`config.mk`:
```
export PLATFORM = sky130hd
export DESIGN_NAME = trial_division_factorizer_core
export DESIGN_NICKNAME = d
export VERILOG_FILES = /design/src/rtl/tdf_pkg.sv /design/src/rtl/trial_division_factorizer_core.sv /design/src/rtl/tdf_datapath.sv /design/src/rtl/tdf_controller.sv
export SDC_FILE = /design/constraint.sdc
export NUM_CORES = 1
export LEC_CHECK = 0
export ABC_AREA = 1
export BUFFER_PORTS_ARGS = -buffer_cell sky130_fd_sc_hd__buf_4
export CAP_MARGIN = 20
export CORE_MARGIN = 10
export CORE_UTILIZATION = 45
export CTS_CLUSTER_DIAMETER = 200
export CTS_CLUSTER_SIZE = 10
export DETAILED_ROUTE_END_ITERATION = 8
export PLACE_DENSITY_LB_ADDON = 0.15
export REMOVE_ABC_BUFFERS = 1
export SETUP_SLACK_MARGIN = 0.5
export SLEW_MARGIN = 10
export SYNTH_ARGS = -nofsm -noshare
export SYNTH_HDL_FRONTEND = slang
export SYNTH_HIERARCHICAL = 1
export SYNTH_SLANG_ARGS = --single-unit
```
`constraint.sdc`:
```
create_clock -name clk -period 8.5 [get_ports clk]
set_input_delay 1.7 -clock clk [delete_from_list [all_inputs] [get_ports clk]]
set_output_delay 1.7 -clock clk [all_outputs]
set_load 0.01 [all_outputs]
```
`src/rtl/tdf_pkg.sv`:
```
// shared constants, types and command/status structs of the trial division factorizer
// used by tdf_datapath, tdf_controller and trial_division_factorizer_core; no dependencies
package tdf_pkg;

  localparam int VALUE_WIDTH = 32;
  // largest odd divisor tried stays at or just above the square root of the value
  localparam int DIV_WIDTH   = VALUE_WIDTH / 2 + 1;
  // running square of the divisor, with headroom for one step past the value
  localparam int SQ_WIDTH    = VALUE_WIDTH + 2;

  // divider retires this many quotient bits per cycle
  localparam int STEP_BITS   = 4;
  localparam int DIV_ITERS   = (VALUE_WIDTH + STEP_BITS - 1) / STEP_BITS;
  localparam int DVD_WIDTH   = DIV_ITERS * STEP_BITS;
  localparam int ITER_WIDTH  = $clog2(DIV_ITERS);

  localparam int MAX_RESULTS = 31;
  localparam int CNT_WIDTH   = $clog2(MAX_RESULTS + 1);

  localparam int FACTOR_TWO    = 2;
  localparam int FIRST_DIVISOR = 3;

  typedef enum logic [2:0] {
    S_IDLE,
    S_START,
    S_TWOS,
    S_CHECK,
    S_DIV_GO,
    S_DIV_WAIT,
    S_TEST,
    S_FINAL
  } state_t;

  typedef enum logic [1:0] {
    SRC_EMPTY,
    SRC_TWO,
    SRC_DIV,
    SRC_REM
  } src_t;

  typedef struct packed {
    logic load_in;
    logic halve;
    logic init_div;
    logic start_div;
    logic take_quot;
    logic next_div;
    logic emit;
    src_t src;
    logic last;
  } cmd_t;

  typedef struct packed {
    logic lt_two;
    logic odd;
    logic half_one;
    logic sq_le;
    logic gt_two;
    logic div_busy;
    logic rem_zero;
    logic quot_one;
    logic out_free;
    logic cap;
  } sts_t;

endpackage

```
`src/rtl/trial_division_factorizer_core.sv`:
```
// top level of the trial division factorizer: controller plus datapath
// depends on tdf_pkg, tdf_controller and tdf_datapath
//
// takes one unsigned value per input transaction and returns its prime factors in
// ascending order, one output transaction per factor with repeats, the final one
// flagged by last; an input of 0 or 1 returns a single transaction with factor 0,
// empty_res and last set. one value is factored at a time: in_stall stays high from
// the accepted transaction until its final factor has been loaded into the output
// register. the time per value is set by the trial loop: each odd divisor takes a
// square check, a divider start, the run of the 4-bit-per-cycle divider plus a check
// that it is done, and a remainder test, and each factor found costs another
// division. the work grows with the square root of the value when its largest factor
// is big; even parts cost one halving step per factor of two. the output register
// holds a finished factor while work continues, and the search only waits on
// out_stall when a new factor is ready to go out
module trial_division_factorizer_core (
  input  logic                             clk,
  input  logic                             rst,
  // input channel
  input  logic [tdf_pkg::VALUE_WIDTH-1:0]  value,
  input  logic                             in_valid,
  output logic                             in_stall,
  // output channel
  output logic [tdf_pkg::VALUE_WIDTH-1:0]  factor,
  output logic                             last,
  output logic                             empty_res,
  output logic                             out_valid,
  input  logic                             out_stall
);

  // command and status between the controller and the datapath
  tdf_pkg::cmd_t cmd;
  tdf_pkg::sts_t sts;

  // sequencing: strips factors of two, then walks odd divisors while d^2 <= remaining
  tdf_controller u_controller (
    .clk      (clk),
    .rst      (rst),
    .in_valid (in_valid),
    .in_stall (in_stall),
    .sts      (sts),
    .cmd      (cmd)
  );

  // value, divisor, running square, iterative divider and output register
  tdf_datapath u_datapath (
    .clk       (clk),
    .rst       (rst),
    .cmd       (cmd),
    .sts       (sts),
    .value     (value),
    .factor    (factor),
    .last      (last),
    .empty_res (empty_res),
    .out_valid (out_valid),
    .out_stall (out_stall)
  );

endmodule

```
`src/rtl/tdf_datapath.sv`:
```
// datapath: remaining value, trial divisor and its square, radix-16 divider, output register
// depends on tdf_pkg; driven by tdf_controller through tdf_pkg::cmd_t
module tdf_datapath (
  input  logic                             clk,
  input  logic                             rst,
  input  tdf_pkg::cmd_t                    cmd,
  output tdf_pkg::sts_t                    sts,
  input  logic [tdf_pkg::VALUE_WIDTH-1:0]  value,
  output logic [tdf_pkg::VALUE_WIDTH-1:0]  factor,
  output logic                             last,
  output logic                             empty_res,
  output logic                             out_valid,
  input  logic                             out_stall
);

  localparam logic [tdf_pkg::CNT_WIDTH-1:0] CAP_COUNT =
    tdf_pkg::CNT_WIDTH'(tdf_pkg::MAX_RESULTS - 1);

  logic [tdf_pkg::VALUE_WIDTH-1:0] remaining;
  logic [tdf_pkg::DIV_WIDTH-1:0]   divisor;
  logic [tdf_pkg::SQ_WIDTH-1:0]    square;
  logic [tdf_pkg::DVD_WIDTH-1:0]   dvd;
  logic [tdf_pkg::DIV_WIDTH-1:0]   prem;
  logic [tdf_pkg::ITER_WIDTH-1:0]  iter;
  logic                            div_run;
  logic [tdf_pkg::CNT_WIDTH-1:0]   count;

  logic [tdf_pkg::DVD_WIDTH-1:0]   dvd_next;
  logic [tdf_pkg::DIV_WIDTH-1:0]   prem_next;
  logic [tdf_pkg::DIV_WIDTH:0]     trial;
  logic [tdf_pkg::VALUE_WIDTH-1:0] factor_next;

  // restoring division, STEP_BITS quotient bits per cycle; quotient shifts into dvd
  always_comb begin
    dvd_next  = dvd;
    prem_next = prem;
    trial     = '0;
    for (int s = 0; s < tdf_pkg::STEP_BITS; s++) begin
      trial    = {prem_next, dvd_next[tdf_pkg::DVD_WIDTH-1]};
      dvd_next = {dvd_next[tdf_pkg::DVD_WIDTH-2:0], 1'b0};
      if (trial >= {1'b0, divisor}) begin
        trial       = trial - {1'b0, divisor};
        dvd_next[0] = 1'b1;
      end
      prem_next = trial[tdf_pkg::DIV_WIDTH-1:0];
    end
  end

  always_comb begin
    case (cmd.src)
      tdf_pkg::SRC_TWO: factor_next = tdf_pkg::VALUE_WIDTH'(tdf_pkg::FACTOR_TWO);
      tdf_pkg::SRC_DIV: factor_next = tdf_pkg::VALUE_WIDTH'(divisor);
      tdf_pkg::SRC_REM: factor_next = remaining;
      default:          factor_next = '0;
    endcase
  end

  // control registers
  always_ff @(posedge clk) begin
    if (rst) begin
      div_run   <= 1'b0;
      iter      <= '0;
      count     <= '0;
      out_valid <= 1'b0;
    end else begin
      if (cmd.start_div) begin
        div_run <= 1'b1;
        iter    <= tdf_pkg::ITER_WIDTH'(tdf_pkg::DIV_ITERS - 1);
      end else if (div_run) begin
        iter <= iter - 1'b1;
        if (iter == '0) begin
          div_run <= 1'b0;
        end
      end
      if (cmd.load_in) begin
        count <= '0;
      end else if (cmd.emit) begin
        count <= count + 1'b1;
      end
      if (cmd.emit) begin
        out_valid <= 1'b1;
      end else if (!out_stall) begin
        out_valid <= 1'b0;
      end
    end
  end

  // payload registers
  always_ff @(posedge clk) begin
    if (cmd.load_in) begin
      remaining <= value;
    end else if (cmd.halve) begin
      remaining <= remaining >> 1;
    end else if (cmd.take_quot) begin
      remaining <= dvd[tdf_pkg::VALUE_WIDTH-1:0];
    end
    if (cmd.init_div) begin
      divisor <= tdf_pkg::DIV_WIDTH'(tdf_pkg::FIRST_DIVISOR);
      square  <= tdf_pkg::SQ_WIDTH'(tdf_pkg::FIRST_DIVISOR * tdf_pkg::FIRST_DIVISOR);
    end else if (cmd.next_div) begin
      // (d + 2)^2 = d^2 + 4d + 4
      divisor <= divisor + tdf_pkg::DIV_WIDTH'(2);
      square  <= square + tdf_pkg::SQ_WIDTH'({divisor, 2'b00}) + tdf_pkg::SQ_WIDTH'(4);
    end
    if (cmd.start_div) begin
      dvd  <= tdf_pkg::DVD_WIDTH'(remaining);
      prem <= '0;
    end else if (div_run) begin
      dvd  <= dvd_next;
      prem <= prem_next;
    end
    if (cmd.emit) begin
      factor    <= factor_next;
      last      <= cmd.last;
      empty_res <= (cmd.src == tdf_pkg::SRC_EMPTY);
    end
  end

  assign sts.lt_two   = remaining < tdf_pkg::VALUE_WIDTH'(2);
  assign sts.odd      = remaining[0];
  assign sts.half_one = remaining[tdf_pkg::VALUE_WIDTH-1:1] == (tdf_pkg::VALUE_WIDTH-1)'(1);
  assign sts.sq_le    = square <= {2'b00, remaining};
  assign sts.gt_two   = remaining > tdf_pkg::VALUE_WIDTH'(2);
  assign sts.div_busy = div_run;
  assign sts.rem_zero = prem == '0;
  assign sts.quot_one = dvd == tdf_pkg::DVD_WIDTH'(1);
  assign sts.out_free = !out_valid || !out_stall;
  assign sts.cap      = count == CAP_COUNT;

endmodule

```
`src/rtl/tdf_controller.sv`:
```
// controller state machine of the trial division factorizer
// depends on tdf_pkg; commands tdf_datapath through cmd_t, reads sts_t
module tdf_controller (
  input  logic          clk,
  input  logic          rst,
  input  logic          in_valid,
  output logic          in_stall,
  input  tdf_pkg::sts_t sts,
  output tdf_pkg::cmd_t cmd
);

  tdf_pkg::state_t state;
  tdf_pkg::state_t state_next;

  always_ff @(posedge clk) begin
    if (rst) begin
      state <= tdf_pkg::S_IDLE;
    end else begin
      state <= state_next;
    end
  end

  always_comb begin
    state_next = state;
    cmd        = '0;
    cmd.src    = tdf_pkg::SRC_EMPTY;
    in_stall   = (state != tdf_pkg::S_IDLE);
    unique case (state)
      tdf_pkg::S_IDLE: begin
        if (in_valid) begin
          cmd.load_in = 1'b1;
          state_next  = tdf_pkg::S_START;
        end
      end
      tdf_pkg::S_START: begin
        if (!sts.lt_two) begin
          state_next = tdf_pkg::S_TWOS;
        end else if (sts.out_free) begin
          cmd.emit   = 1'b1;
          cmd.src    = tdf_pkg::SRC_EMPTY;
          cmd.last   = 1'b1;
          state_next = tdf_pkg::S_IDLE;
        end
      end
      tdf_pkg::S_TWOS: begin
        if (sts.odd) begin
          cmd.init_div = 1'b1;
          state_next   = tdf_pkg::S_CHECK;
        end else if (sts.out_free) begin
          cmd.emit  = 1'b1;
          cmd.src   = tdf_pkg::SRC_TWO;
          cmd.last  = sts.half_one || sts.cap;
          cmd.halve = 1'b1;
          if (cmd.last) begin
            state_next = tdf_pkg::S_IDLE;
          end
        end
      end
      tdf_pkg::S_CHECK: begin
        state_next = sts.sq_le ? tdf_pkg::S_DIV_GO : tdf_pkg::S_FINAL;
      end
      tdf_pkg::S_DIV_GO: begin
        cmd.start_div = 1'b1;
        state_next    = tdf_pkg::S_DIV_WAIT;
      end
      tdf_pkg::S_DIV_WAIT: begin
        if (!sts.div_busy) begin
          state_next = tdf_pkg::S_TEST;
        end
      end
      tdf_pkg::S_TEST: begin
        if (!sts.rem_zero) begin
          cmd.next_div = 1'b1;
          state_next   = tdf_pkg::S_CHECK;
        end else if (sts.out_free) begin
          cmd.emit      = 1'b1;
          cmd.src       = tdf_pkg::SRC_DIV;
          cmd.last      = sts.quot_one || sts.cap;
          cmd.take_quot = 1'b1;
          state_next    = cmd.last ? tdf_pkg::S_IDLE : tdf_pkg::S_DIV_GO;
        end
      end
      tdf_pkg::S_FINAL: begin
        if (!sts.gt_two) begin
          state_next = tdf_pkg::S_IDLE;
        end else if (sts.out_free) begin
          cmd.emit   = 1'b1;
          cmd.src    = tdf_pkg::SRC_REM;
          cmd.last   = 1'b1;
          state_next = tdf_pkg::S_IDLE;
        end
      end
      default: begin
        state_next = tdf_pkg::S_IDLE;
      end
    endcase
  end

endmodule
```
==> impl_metrics.env <==
export IMPL_layout_nets=2216
export IMPL_grt_setup_unrepaired="false"
export IMPL_multi_input_area_um2=8550
export IMPL_hp_start="u_datapath/square[33]$_SDFFE_PP0P_"
export IMPL_synth_cells=1937
export IMPL_max_clock_freq_mhz=131
export IMPL_slew_violations=0
export IMPL_gp_congestion=0.995
export IMPL_final_period_utilization_pct=89.7
export IMPL_hpwl_um=36400
export IMPL_async_reset_ff_share_pct=0
export IMPL_grt_pass1_vias=12600
export IMPL_vias=13700
export IMPL_synthFlopType="edfxtp_1"
export IMPL_cp_num_buf_inv=11
export IMPL_cp_data_arrival_time_ns=7.95
export IMPL_worstPathMaxFanout=17
export IMPL_critPathLaunchType="register"
export IMPL_ys_top_cells_by_count="470 x nand2_1, 263 x inv_1, 176 x nor2_1, 174 x a21oi_1, 134 x ha_1"
export IMPL_reg2reg_slack_ns=0.87
export IMPL_yosysWarningCount=6
export IMPL_outcome="completed"
export IMPL_die_w_um=196
export IMPL_fin_worst_skew_ns=0.0111
export IMPL_row_count=64
export IMPL_cp_common_cell="nand2_1"
export IMPL_overflow=0
export IMPL_dr_first_iter_drc_count=1268
export IMPL_start_util_pct=45.5
export IMPL_synth_edf_count=98
export IMPL_drtPass1Iterations=6
export IMPL_syn_area_per_cell_um2=7.17
export IMPL_r2r_end="u_datapath/prem[9]$_SDFFE_PP0P_"
export IMPL_tritoncts="yes"
export IMPL_synth_cell_types=53
export IMPL_yosysTopAreaCell="edfxtp_1"
export IMPL_worstReg2RegStart="u_datapath/divisor[8]$_SDFFE_PP0P_"
export IMPL_avgRoutedWirePerCell_um=19.1
export IMPL_holdPathEnd="u_datapath/square[33]$_SDFFE_PP0P_"
export IMPL_cp_slowest_cell="dfxtp_1"
export IMPL_postCtsHoldBufs=0
export IMPL_layout_drive_gt1_share_pct=13.6
export IMPL_crit_family="simple AND/OR/NAND/NOR gates"
export IMPL_h_tree_depth=4
export IMPL_finalSetupTns_ns=0
export IMPL_synth_most_common_cell="nand2_1"
export IMPL_synth_top_area_share_pct=21.2
export IMPL_n_fill_cell=2979
export IMPL_antenna_left=0
export IMPL_reg2regPathDepth=52
export IMPL_antenna_cells=0
export IMPL_area_delta_synth_final_pct=16.1
export IMPL_fp_dieH_um=196
export IMPL_setup_violations=0
export IMPL_antenna_found_initial=0
export IMPL_path_clk_slew_ns=0.07
export IMPL_worstHoldPathCells=1
export IMPL_drt_wl_total_um=46700
export IMPL_pin_count=72
export IMPL_cts_root_buffer="clkbuf_16"
export IMPL_coreArea_um2=30500
export IMPL_route_detailed_drc=0
export IMPL_grt_pass1_wl_um=71300
export IMPL_period_minus_slack_ns=7.63
export IMPL_syn_area_um2=13900
export IMPL_path_class="reg -> reg"
export IMPL_cp_required_ns=8.82
export IMPL_cts_buffer_depth=2
export IMPL_maxSlewHeadroom_pct=31.7
export IMPL_drv_cap=0
export IMPL_cts_buffers=17
export IMPL_clock_sinks=175
export IMPL_port_buffers=71
export IMPL_worstSkewPairLatency_ns=0.44
export IMPL_netlist_top_cells_area="edfxtp_1 21%, nand2_1 13%, ha_1 12%"
export IMPL_regArea_um2=4490
export IMPL_die_area_um2=38300
export IMPL_ys_ff_latch=175
export IMPL_viasPerCell=5.57
export IMPL_hold_viol=0
export IMPL_grt_use_total_pct=23.5
export IMPL_slowest_delay_ns=0.38
export IMPL_grt_max_degree=52
export IMPL_hold_path_class="reg -> reg"
export IMPL_worst_pin_slew_ns=1.02
export IMPL_end_kind="register"
export IMPL_seq_area_frac_synth_pct=32.3
stage by stage:
stage                     hold slack, ns  cells  cell area (um2)  worst slack [ns]  util [%]
final                              0.461   2450            16100             0.874      52.8
after global routing               0.475   2450            16100             0.415      52.8
after floorplan                    0.425   1887            13600              1.06         -
after detailed placement           0.446   2392            15000            0.0371      49.1
after global placement             0.435   2392            15000             0.166      49.1
after CTS                          0.458   2434            15600             0.521      51.2
cell usage in the layout (no fill, tap or decap), types with 22 or more instances in the layout:
| master | netlist | routed |
|---|---|---|
| nand2_1 | 470 | 458 |
| inv_1 | 263 | 260 |
| a21oi_1 | 174 | 168 |
| nor2_1 | 176 | 166 |
| buf_4 | 4 | 127 |
| nand3_1 | 115 | 114 |
| ha_1 | 134 | 110 |
| o21ai_0 | 110 | 106 |
| edfxtp_1 | 98 | 98 |
| dfxtp_1 | 77 | 71 |
| xnor2_1 | 36 | 36 |
| xor2_1 | 34 | 34 |
| nor3_1 | 28 | 28 |
| nand4_1 | 28 | 28 |
| nand2_2 | 11 | 22 |
worst register-to-register path: cells and delay by family, from the launching register on:
| family | cells | cell delay (ns) |
|---|---|---|
| compound gates | 11 | 1.96 |
| buf+inv | 11 | 1.29 |
| flops | 1 | 0.38 |
| simple gates | 26 | 2.57 |
| fa+ha+maj | 4 | 1.35 |
registers in the layout, summed over array words and instances (netlist names), 3 cells and up:
register              cells
u_datapath/dvd           32
u_datapath/factor        32
u_datapath/remaining     32
u_datapath/square        31
u_datapath/prem          17
u_datapath/divisor       16
u_datapath/count          5
u_controller/state        3
u_datapath/iter           3
cell type report:
class                           count  area share [%]
Multi-Input combinational cell   1444            53.0
Sequential cell                   175            27.9
Inverter                          272            6.33
Timing Repair Buffer              131            6.30
Tap cell                          396            3.07
Clock buffer                       17            2.64
Clock inverter                     15           0.745
cell families (layout without fill, tap and decap cells):
kind of cell    Yosys count  in the layout  synth area share [%]
compound gates          351            351                  14.0
flops                   175            175                  32.3
buf+inv                 322            435                  9.04
xor+xnor                 70             70                  4.42
fa+ha+maj               139            139                  12.8
simple gates            880            884                  27.5
how the worst max path moves through the flow:
stage,startpoint,end,slack (ns),cells past startpoint
detailed placement,u_datapath/divisor[15]$_SDFFE_PP0P_,u_datapath/dvd[0]$_DFFE_PP_,0.04,45
CTS,u_datapath/divisor[15]$_SDFFE_PP0P_,u_datapath/dvd[0]$_DFFE_PP_,0.52,47
global placement,u_datapath/divisor[15]$_SDFFE_PP0P_,u_datapath/dvd[0]$_DFFE_PP_,0.17,46
finish,u_datapath/divisor[8]$_SDFFE_PP0P_,u_datapath/prem[9]$_SDFFE_PP0P_,0.87,52
floorplan,u_datapath/divisor[1]$_SDFFE_PP1P_,u_datapath/dvd[0]$_DFFE_PP_,1.06,47
global route,u_datapath/divisor[10]$_SDFFE_PP0P_,u_datapath/prem[7]$_SDFFE_PP0P_,0.41,53
per-layer routing:
layer  GRT usage, %  vias up  part of all wire [%]
li1               -     6656                     -
met1           32.4     6414                    46
met2           36.3      495                    44
met3           3.34       89                   6.1
met4           9.13        0                   3.7
met5              0        -                     0
timing repair:
item	in CTS	in global routing
buffers inserted	9	12
pin swaps	3	12
cloned	1	3
endpoints found under the setup margin	18	18
resized for setup	4	76
Power is left out: the tool's default activity adds up to more than one toggle a clock period on the data nets, which glitch-free logic cannot reach.
